==> config.mk <==
export PLATFORM = sky130hd
export DESIGN_NAME = fnpa_cfg
export DESIGN_NICKNAME = d
export VERILOG_FILES = /design/src/rtl/assert_macros.svh /design/src/rtl/fnpa_pkg.sv /design/src/rtl/fnpa_cfg.sv
export SDC_FILE = /design/constraint.sdc
export NUM_CORES = 1
export LEC_CHECK = 0
export ABC_AREA = 1
export BUFFER_PORTS_ARGS = -buffer_cell sky130_fd_sc_hd__buf_2
export CORE_MARGIN = 10
export CORE_UTILIZATION = 42
export CTS_CLUSTER_DIAMETER = 150
export CTS_CLUSTER_SIZE = 20
export DETAILED_ROUTE_END_ITERATION = 10
export GPL_TIMING_DRIVEN = 1
export PLACE_DENSITY = 0.91
export SYNTH_ARGS = -nofsm -noshare
export SYNTH_HDL_FRONTEND = slang
export SYNTH_SLANG_ARGS = --single-unit
==> constraint.sdc <==
create_clock -name clk -period 2.3 [get_ports clk]
set_clock_uncertainty 0.05 [all_clocks]
set_input_delay 0.23 -clock clk [delete_from_list [all_inputs] [get_ports clk]]
set_output_delay 0.23 -clock clk [all_outputs]
set_load 0.01 [all_outputs]
==> src/rtl/assert_macros.svh <==
// Assertion macros shared by the allocator RTL.
`ifndef ASSERT_MACROS_SVH
`define ASSERT_MACROS_SVH

// Same-cycle implication, checked outside reset.
`define FNPA_ASSERT_IMP(lbl, clk, rst_n, ante, cons, msg) \
	lbl: assert property (@(posedge clk) disable iff (!rst_n) (ante) |-> (cons)) \
		else $error(msg);

// Next-cycle implication, checked outside reset.
`define FNPA_ASSERT_NXT(lbl, clk, rst_n, ante, cons, msg) \
	lbl: assert property (@(posedge clk) disable iff (!rst_n) (ante) |=> (cons)) \
		else $error(msg);

`endif

==> src/rtl/fnpa_pkg.sv <==
// Types, constants and codes of the fixed node pool allocator.
package fnpa_pkg;

	localparam int MAX_NODES      = 256;
	localparam int MAX_NODE_BYTES = 64;

	localparam int ID_W      = $clog2(MAX_NODES);
	localparam int BIDX_W    = $clog2(MAX_NODE_BYTES);
	localparam int CNT_W     = 9;
	localparam int NB_W      = 7;
	localparam int STORE_AW  = ID_W + BIDX_W;
	localparam int WORD_BITS = 16;
	localparam int MAP_WORDS = MAX_NODES / WORD_BITS;
	localparam int WSEL_W    = $clog2(MAP_WORDS);
	localparam int WPOS_W    = $clog2(WORD_BITS);

	localparam logic [CNT_W-1:0] CNT_RESET = CNT_W'(256);
	localparam logic [NB_W-1:0]  NB_RESET  = NB_W'(64);
	localparam logic [CNT_W-1:0] CNT_MAX   = CNT_W'(MAX_NODES);
	localparam logic [NB_W-1:0]  NB_MAX    = NB_W'(MAX_NODE_BYTES);

	// Configuration register indexes.
	localparam logic REG_NODE_COUNT = 1'b0;
	localparam logic REG_NODE_BYTES = 1'b1;

	typedef enum logic [2:0] {
		REQ_ALLOC_FIRST = 3'd0,
		REQ_ALLOC_PREF  = 3'd1,
		REQ_FREE        = 3'd2,
		REQ_WRITE       = 3'd3,
		REQ_READ        = 3'd4
	} req_t;

	typedef enum logic [2:0] {
		STS_OK        = 3'd0,
		STS_NONE_FREE = 3'd1,
		STS_RANGE     = 3'd2,
		STS_TAKEN     = 3'd3,
		STS_SPAN      = 3'd4
	} status_t;

	typedef enum logic [1:0] {
		FSM_IDLE,
		FSM_READ,
		FSM_EXEC
	} fsm_t;

	// Effective configuration, already limited to the pool size.
	typedef struct packed {
		logic [CNT_W-1:0] cnt;
		logic [NB_W-1:0]  nb;
	} cfg_t;

	// Update of one in-use bit.
	typedef struct packed {
		logic            we;
		logic            set;
		logic [ID_W-1:0] id;
	} map_cmd_t;

	// First-free search result and the in-use bit of the queried node.
	typedef struct packed {
		logic            found;
		logic [ID_W-1:0] free_id;
		logic            used;
	} map_res_t;

endpackage

==> src/rtl/fnpa_cfg.sv <==
// APB configuration registers of the allocator.
module fnpa_cfg import fnpa_pkg::*; (
	input  logic        clk,
	input  logic        arst_n,
	input  logic        psel,
	input  logic        penable,
	input  logic        pwrite,
	input  logic [2:0]  paddr,
	input  logic [31:0] pwdata,
	output logic [31:0] prdata,
	output logic        pready,
	output cfg_t        cfg
);

	logic [CNT_W-1:0] node_count_q;
	logic [NB_W-1:0]  node_bytes_q;
	logic             wr_en;

	assign pready = 1'b1;
	assign wr_en  = psel && penable && pwrite;

	always_ff @(posedge clk or negedge arst_n) begin
		if (!arst_n) begin
			node_count_q <= CNT_RESET;
			node_bytes_q <= NB_RESET;
		end else if (wr_en) begin
			case (paddr[2])
				REG_NODE_COUNT: node_count_q <= pwdata[CNT_W-1:0];
				REG_NODE_BYTES: node_bytes_q <= pwdata[NB_W-1:0];
				default: ;
			endcase
		end
	end

	always_comb begin
		case (paddr[2])
			REG_NODE_COUNT: prdata = 32'(node_count_q);
			REG_NODE_BYTES: prdata = 32'(node_bytes_q);
			default:        prdata = '0;
		endcase
	end

	assign cfg.cnt = (node_count_q > CNT_MAX) ? CNT_MAX : node_count_q;
	assign cfg.nb  = (node_bytes_q > NB_MAX) ? NB_MAX : node_bytes_q;

endmodule

==> results of run 1 <==
through the flow:
step           instance area, sq um   power, W  hold slack (ns)  cells  setup WS [ns]
3_3_place_gp                   1224  0.0007255           0.1056    210         0.7491
4_1_cts                        1260  0.0008963           0.1221    215         0.4021
5_1_grt                        1260  0.0009624           0.1337    215         0.2574
3_5_place_dp                   1224  0.0007352           0.1119    210         0.7379
2_1_floorplan                  1221  0.0006387          -0.1156    172          1.025
6_report                       1260  0.0008800           0.1377    215         0.4312
final timing paths:
path                            startpoint         endpoint  cells past startpoint
max reg2reg                node_bytes_q[6]  node_bytes_q[6]                      2
min                              pwdata[7]  node_count_q[7]                      3
min reg2reg                node_count_q[3]  node_count_q[3]                      2
max in group asynchronous           arst_n  node_bytes_q[6]                      2
min in group asynchronous           arst_n  node_bytes_q[5]                      2
max                        node_count_q[8]          cfg[12]                      4
state kept, by name, indices dropped and copies added (netlist names):
name and count:
node_bytes_q 7, node_count_q 9
power groups by stage:
stage / registers [W] / logic (W) / clock network [W]
2_1_floorplan: 0.000376 / 0.000263 / 0
3_3_place_gp: 0.000394 / 0.000332 / 0
3_5_place_dp: 0.000396 / 0.000339 / 0
4_1_cts: 0.000391 / 0.000342 / 0.000164
5_1_grt: 0.000401 / 0.000386 / 0.000176
6_report: 0.000391 / 0.000337 / 0.000152
synth_stat cells, drive strengths merged:
library cell,number
nand2,24
dfrtp,14
conb,2
inv,24
clkbuf,3
nor2,27
a21oi,2
o21ai,21
dfstp,2
nand3,1
nand4,2
buf,28
worst register-to-register path, delay by kind of cell, from the launching register on:
family           cells  cell delay (ns)
AO/OA/AOI/OAI        1             0.07
flip-flops           1             0.61
AND/OR/NAND/NOR      1             0.08
per-layer routing:
| metal | track usage | vias up | share of wire |
|---|---|---|---|
| met5 | 0 | - | 0 |
| met4 | 0.03871 | 0 | 0.0076 |
| met3 | 0.05714 | 4 | 0.13 |
| met2 | 0.1662 | 39 | 0.50 |
| met1 | 0.1096 | 407 | 0.37 |
| li1 | - | 471 | - |
kinds of logic (layout without fill, tap and decap cells):
logic type / after synthesis / after routing
DFF: 16 / 16
other: 2 / 24
AOI/OAI and AO/OA: 23 / 23
buffers and inverters: 55 / 68
and+or+nand+nor: 54 / 54
area by class of cell:
type,instances,share of cell area
sequential,16,0.3198
tap,30,0.02979
clock buffer,4,0.02085
timing repair buffer,40,0.1629
inverter,24,0.07349
multi-input combinational,101,0.3932
==> results.md, run 1 <==
- Min Tclk post-route: 1.869 ns
- Hold_buf cts: 1
- CTS Buffer Depth: 2
- Worst setup path category: reg -> out
- Vias: 921
- Min-delay worst type: in -> reg
- Crit path top cell by count: nor2_1
- First-pass GRT wire length: approximately 4400 um
- CTS Root Cell: clkbuf_4
- Period utilization: 0.8125
- Distinct cells, synth: 17
- Synth Area in Adders: 0
- Peak VDD IR: 0.4375 mV
- Critical Path AT: 1.59 ns
- Buffers & Inverters on Critical Path: 2
- Yosys warns: 0
- Final TNS setup: 0 ns
- Area contributors post-synth: dfrtp_1 (31%), buf_4 (16%), o21ai_2 (11%), nor2_1 (8.9%), nand2_1 (7.9%)
- # diodes: 0
- Share of layout cells above drive strength 1: 0.3405
- Gr ovfl total: 0
- Pint: 0.0005352 W
- Clk slew on worst S/H paths: 0.08 ns
- Status: complete, no violations
- Worst Setup Start Kind: flip-flop
- 1st-iter DRT viols: 17
- Largest net degree at the start of global routing: 19
- Post-layout util: 0.4995
- Post-Route WL: 2749 um
- Commonest non-fill, non-tap cell in the layout: buf_2
- Post-layout net count: 226
- Worst-Skew Late Latency: 0.28 ns
- FF+latch count, synth: 16
- Area leader, netlist: dfrtp_1
- Initial Util: 0.4514
- Post-CTS Setup Bufs: 0
- Slew Limit Fails: 0
- Detailed Routing Iterations Pass 1: 4
- FMAX: 535.1 MHz
- Fillers: 287
- Die X: 72.07 um
- Comb pwr share: 0.383
- Die Area: 5193 sq um
- Total of max-cap violations: 0
- Lkg Pwr: 0.7440 nW
- Pwr dens: 698.5 nW/um^2
- NetSw: 0.0003448 W
- Synth Area in Compound Gates: 0.1538
- Critical Path RT: 2.02 ns
- Post-Synth XOR/XNOR Area: 0
- Reg2Reg Setup Slack: 1.41 ns
- Crit-path leading delay family: simple AND/OR/NAND/NOR gates
- Sequential area share after synthesis: 0.3538
- CTS sink cnt: 16
- Area of the multi-input gates: 495.5 sq um
- Largest family of logic cells by synthesized area: buffers and inverters
- Synth-to-Final Area Change: 10.66%
- Core box area: ~2500 sq um
- Top-area cell type share of the netlist area: 0.3077
- Cells after synthesis: 150
- Initial antenna violation count: 0
- Worst-path maximum fanout: 8
- Num rows: 18
- Endpoints failing hold: 0
- Crit path max-delay cell type: dfstp_2
- CTS buffer count: 3
- Post-DRT Antenna Nets: 0
- Syn Area/Cell: 7.591 sq um
- Drt wl/cell: 12.79 um
- Drt drc: 0
- Critical-path cell list: inv_1 -> nor2_1 -> nor2_1 -> buf_2
- CP endpoint kind: primary output
- Biggest cell delay along the critical path: 0.53 ns
- Setup violators final: 0
- Mux cell area share after synthesis: 0
- Switching share of total power: 0.3918
- Die height: 72.07 um
- I/O Pins: 89
- Global Route Usage Sum: 0.1029
- Number of global-route vias before repair: 948
- PortBufs: 39
- Most frequent cells in the layout: buf_2 (39), nor2_1 (27), nand2_1 (24), conb_1 (24), inv_1 (23)
- H-tree depth: 1
- Post-cts resize count: 0
- GP Congestion: 0.8683
- DPL Wire Length: 2260 um
- Routed vias/inst: about 4.3
- Slew Limit Headroom: 0.6268
- Seq pwr share: 0.445
- RSZ-0062 raised after global routing: no
- Synth Area in Simple Gates: 0.2022
- FF/Latch Area: 402.9 sq um
- CTS tree: done
- Clock power frac: 0.173
- Post-synthesis cell area: 1139 sq um
- Slew @ Worst Pin: 0.5578 ns
Note: power is estimated with default switching activity, not from simulation.
==> run 2: changes to the inputs <==
- CORE_UTILIZATION: 42 -> 35
- PLACE_DENSITY: 0.91 -> 0.81
- clock period: 2.3 -> 1.6 ns (I/O delays scaled with it)
==> run 2 against run 1 <==
Worst hold slack lost 0.090 ns. Non-clock buffer count grew 9. Design area grew 8.7%. Critical path depth grew 2. Sequential share of layout area shrank 2.6 points. Sequential power grew 43%. Global-route usage shrank 0.64 points. Core utilization shrank 5.4 points. Total power grew 59%. Largest cell class unchanged.
==> results.md, run 2 (synthesis results as in run 1) <==
- Worst Reg-to-Reg Cells: 4
- Clock power frac: 0.199
- Most flops, register: node_count_q
- Period utilization: 0.9718
- Switching share of total power: 0.3833
- Pint: around 0.00086 W
- Worst hold path cell count: 3
- Post-Route WL: approximately 2900 um
- Slew Limit Fails: 0
- Num rows: 20
- Reg2Reg Setup Slack: around 0.66 ns
- Min Hold Slack: 0.04797 ns
- Die X: 77.04 um
- Share of layout cells above drive strength 1: 0.4072
- CTS buffer count: 3
- Post-layout util: 0.4451
- Die height: between 70 and 80 um
- CTS Root Cell: clkbuf_4
- Initial antenna violation count: 0
- Reg2reg start: node_count_q[4]
- Critical Path AT: ~1.3 ns
- RR Endpoint: node_count_q[4]
- Drt wl/cell: 12.15 um
- Worst hold start: pwdata[8]
- Worst-case hold path end point: node_count_q[8]
- Min-delay worst type: in -> reg
- Crit path top cell by count: nor2_1
- Synth-to-Final Area Change: 20.33%
- FMAX: between 600 and 700 MHz
- Endpoints failing hold: 0
- Worst-path maximum fanout: 8
- Worst setup path category: reg -> out
- Clk slew on worst S/H paths: 0.10 ns
- Largest net degree at the start of global routing: 19
- CP startpoint: node_count_q[5]
- Buffers & Inverters on Critical Path: 1
- Critical-path cell list: nor2_1 -> nand2_1 -> nor2_2 -> nor2_4 -> nor2_1 -> buf_2
- Biggest cell delay along the critical path: 0.40 ns
- Lkg Pwr: 0.7934 nW
- Status: complete, no violations
- Commonest non-fill, non-tap cell in the layout: buf_2
- Min Tclk post-route: 1.555 ns
- Number of global-route vias before repair: 999
- Total of max-cap violations: 0
- Vias: 976
- RSZ-0062 raised after global routing: yes
- Routed vias/inst: roughly 4.1
- Most frequent cells in the layout: buf_2 (39), nand2_1 (24), conb_1 (24)
- Gr ovfl total: 0
- Crit path max-delay cell type: dfrtp_1
- CTS tree: done
- Core box area: 3078 sq um
- Seq pwr share: 0.400
- I/O Pins: 89
- Initial Util: 0.3699
- CTS sink cnt: 16
- Biggest registers after layout: node_count_q x9, node_bytes_q x7
- Critical Path RT: between 1 and 1.5 ns
- Setup violators final: 0
- # diodes: 0
- Post-DRT Antenna Nets: 0
- Pwr dens: 1020 nW/um^2
- CP endpoint kind: primary output
- Global Route Usage Sum: 0.09647
- Post-layout net count: ~240
- CTS Buffer Depth: 2
- Comb pwr share: 0.402
- NetSw: 0.0005359 W
- Crit-path leading delay family: simple AND/OR/NAND/NOR gates
- Peak VDD IR: 0.5825 mV
- Die Area: 5934 sq um
- Worst-Skew Late Latency: 0.29 ns
- PortBufs: 39
- Largest register FFs: 9
- Drt drc: 0
- Detailed Routing Iterations Pass 1: 4
- Worst Setup Start Kind: flip-flop
- 1st-iter DRT viols: 23
- DPL Wire Length: ~2300 um
- H-tree depth: 1
- GP Congestion: 0.7850
- First-pass GRT wire length: 4774 um
==> run 2: how the worst max path moves through the flow <==
stage,endpoint,slack [ns],cells after the start
detailed placement,cfg[11],0.24,5
floorplan,cfg[10],0.39,3
CTS,cfg[10],0.01,4
global route,cfg[9],-0.03,6
global placement,cfg[14],0.24,5
finish,cfg[13],0.05,6
==> run 2: per-stage QoR <==
stage / total power [W] / setup TNS (ns) / worst slack, ns / cell area, sq um / std cells
after floorplan: 0.0009181 / 0 / 0.3949 / 1221 / 172
after global placement: 0.001056 / 0 / 0.2420 / 1256 / 226
after detailed placement: 0.001065 / 0 / 0.2409 / 1256 / 226
after CTS: 0.001381 / 0 / 0.01288 / 1345 / 235
after global routing: 0.001508 / -0.1753 / -0.03274 / 1370 / 238
final: 0.001398 / 0 / 0.04504 / 1370 / 238
==> run 2: tightest hold or removal path: stages <==
cell and delay (ns):
buf_2 0.07, nor2_1 0.04, a21oi_2 0.09
==> run 2: what timing repair did <==
| action | CTS | global route |
|---|---|---|
| hold buffers | 1 | 0 |
| pin swaps | 2 | 10 |
| buffers inserted | 5 | 3 |
| gates cloned | 0 | 0 |
| resized for setup | 4 | 3 |
| setup endpoints to repair | 6 | 10 |
| hold endpoints to repair | 14 | 0 |
==> run 2: routing by layer <==
layer / vias to the layer above / track usage / share of wire / wire length (um)
met2: 45 / 0.1476 / 0.44 / 1271
met4: 0 / 0.03285 / 0.0086 / 25
met3: 4 / 0.05012 / 0.12 / 346
met5: - / 0 / 0 / 0
li1: 492 / - / - / -
met1: 435 / 0.1131 / 0.43 / 1249
==> run 2: area by class of cell <==
| cell class | instances | area (sq um) |
|---|---|---|
| Clock buffer | 4 | 36.28 |
| Tap cell | 44 | 55.05 |
| Sequential cell | 16 | 402.9 |
| Timing Repair Buffer | 49 | 272.8 |
| Multi-Input combinational cell | 101 | 510.5 |
| Fill cell | 341 | 1708 |
| Inverter | 24 | 92.59 |
==> run 2: power by group through the flow <==
stage,registers [W],logic (W),clock network (W)
floorplan,0.000540,0.000378,0
global placement,0.000568,0.000488,0
detailed placement,0.000570,0.000495,0
CTS,0.000559,0.000541,0.000281
global route,0.000567,0.000640,0.000300
finish,0.000559,0.000561,0.000278
==> run 3: changes to the inputs <==
- PLACE_DENSITY: 0.81 -> 0.75
==> run 3 against run 2 <==
Core utilization shrank 1.3 points. Via count shrank 4.7%. Non-clock buffer count shrank 3. Combinational power shrank 4.1%. Sequential power is essentially flat. Die area is the same. Total power shrank 6.5%. Flip-flop and latch count is the same. First-iteration DRC count grew 35%. Cell count shrank 1.7%. Count of clock-buffer cells in the layout shrank 1. Highest routed layer unchanged.
==> results.md, run 3 (synthesis results as in run 1) <==
- Routed vias/inst: 3.974
- Die height: 77.04 um
- Drt drc: 0
- Min Hold Slack: about 0.058 ns
- Status: complete, no violations
- Reg2reg start: node_bytes_q[6]
- Met1 Track Usage GR: 0.09933
- Worst Reg-to-Reg Cells: 2
- Post-layout net count: 232
- Min-delay worst type: in -> reg
- Die X: 77.04 um
- Biggest registers after layout: node_count_q x9, node_bytes_q x7
- First-pass GRT wire length: 4629 um
- Share of layout cells above drive strength 1: 0.3737
- H-tree depth: 1
- RR Endpoint: node_bytes_q[6]
- Top Usage Layer GRT: met2
- RSZ-0062 raised after global routing: yes
- Endpoints failing hold: 0
- Initial Util: 0.3699
- GP Congestion: 0.7677
- Slew Limit Fails: 0
- Clk slew on worst S/H paths: 0.09 ns
- Global Route Usage Sum: 0.09351
- CP endpoint kind: primary output
- Total of max-cap violations: 0
- Critical Path RT: 1.39 ns
- Gr ovfl total: 0
- CTS Buffer Depth: 2
- Die Area: 5934 sq um
- 1st-iter DRT viols: 31
- Period utilization: 0.9842
- # diodes: 0
- CTS Root Cell: clkbuf_4
- Drt wl/cell: 12.31 um
- Reg2Reg Setup Slack: 0.73 ns
- Post-Route WL: 2880 um
- GRT met3 Usage: 0.05361
- Worst hold start: pwdata[7]
- Synth-to-Final Area Change: 16.70%
- Most flops, register: node_count_q
- Worst-Skew Late Latency: between 0.2 and 0.3 ns
- Post-DRT Antenna Nets: 0
- Largest register FFs: 9
- Worst hold path cell count: 3
- Met2 Track Usage GR: 0.1543
- Number of global-route vias before repair: 1004
- Core box area: 3078 sq um
- Worst setup path category: reg -> out
- Worst-case hold path end point: node_count_q[7]
- Detailed Routing Iterations Pass 1: 4
- FMAX: 635.0 MHz
- Lkg Pwr: 0.7742 nW
- Commonest non-fill, non-tap cell in the layout: buf_2
- Initial antenna violation count: 0
- Worst-path maximum fanout: 8
- Worst Setup Start Kind: flip-flop
- CTS sink cnt: 16
- DPL Wire Length: 2314 um
- Critical Path AT: 1.36 ns
- Largest net degree at the start of global routing: 19
- Pwr dens: 984.1 nW/um^2
- PortBufs: 39
- CTS buffer count: 3
- Post-layout util: 0.4317
- Min Tclk post-route: 1.575 ns
- Vias: 930
- CTS tree: done
- Setup violators final: 0
- Most frequent cells in the layout: buf_2 (39), nor2_1 (25), nand2_1 (24), conb_1 (24), inv_1 (23)
- Peak VDD IR: 0.5491 mV
- Num rows: 20
- I/O Pins: slightly below 90
==> run 3: changes by cell type in the layout (fill, tap and decap cells not counted) <==
cell	delta
clkbuf_8	-1
buf_4	-3
nor2_1	+2
inv_2	-2
nor2_2	-2
inv_1	+2
==> run 3: area by class of cell <==
type	instances	area (sq um)
Timing Repair Buffer	46	250.2
Inverter	24	92.59
Multi-Input combinational cell	101	505.5
Sequential cell	16	402.9
Fill cell	357	1749
Clock buffer	3	22.52
Tap cell	44	55.05
==> run 3: stage by stage <==
step	power, W	cells	setup WS [ns]	setup TNS (ns)	area, sq um
floorplan	0.0009181	172	0.3949	0	1221
global placement	0.001057	226	0.2223	0	1256
detailed placement	0.001070	226	0.1986	0	1256
CTS	0.001299	231	0.01954	0	1306
global route	0.001425	234	-0.06371	-0.3801	1329
finish	0.001308	234	0.02521	0	1329
==> run 3: worst max path at each step <==
| stage | startpoint | to | slack (ns) | cells after the start |
|---|---|---|---|---|
| final | node_count_q[2] | cfg[12] | 0.03 | 6 |
| after global routing | node_count_q[2] | cfg[12] | -0.06 | 6 |
| after CTS | node_count_q[2] | cfg[12] | 0.02 | 6 |
| after detailed placement | node_count_q[8] | cfg[12] | 0.20 | 5 |
| after global placement | node_count_q[8] | cfg[14] | 0.22 | 5 |
| after floorplan | node_count_q[8] | cfg[10] | 0.39 | 3 |
==> run 3: per-layer routing <==
layer	part of all wire	vias to the layer above
met5	0	-
met1	0.41	401
li1	-	483
met2	0.46	44
met4	0.0094	0
met3	0.12	2
==> run 3: power by group <==
part / switching [W] / total, W / internal [W] / leakage, nW
combinational: 0.000319 / 0.000538 / 0.000219 / 0.565
sequential: 0.0000707 / 0.000558 / 0.000487 / 0.195
clock: 0.000124 / 0.000212 / 0.0000877 / 0.0138
total: 0.000514 / 0.00131 / 0.000794 / 0.774
==> run 3: timing repair <==
item / CTS / global route
gates resized for setup: 3 / 0
setup buffers: 2 / 3
setup endpoints to repair: 6 / 9
endpoints found under the hold margin: 14 / 0
gates cloned: 0 / 0
pin swaps: 2 / 2
hold buffers: 1 / 0
==> run 3: worst max-delay path, stage by stage (launching register included) <==
cell	delay (ns)
dfrtp_1	0.39
nor2_1	0.13
nand2_1	0.08
nor2_2	0.15
nor2_4	0.08
nor2_1	0.10
buf_2	0.14
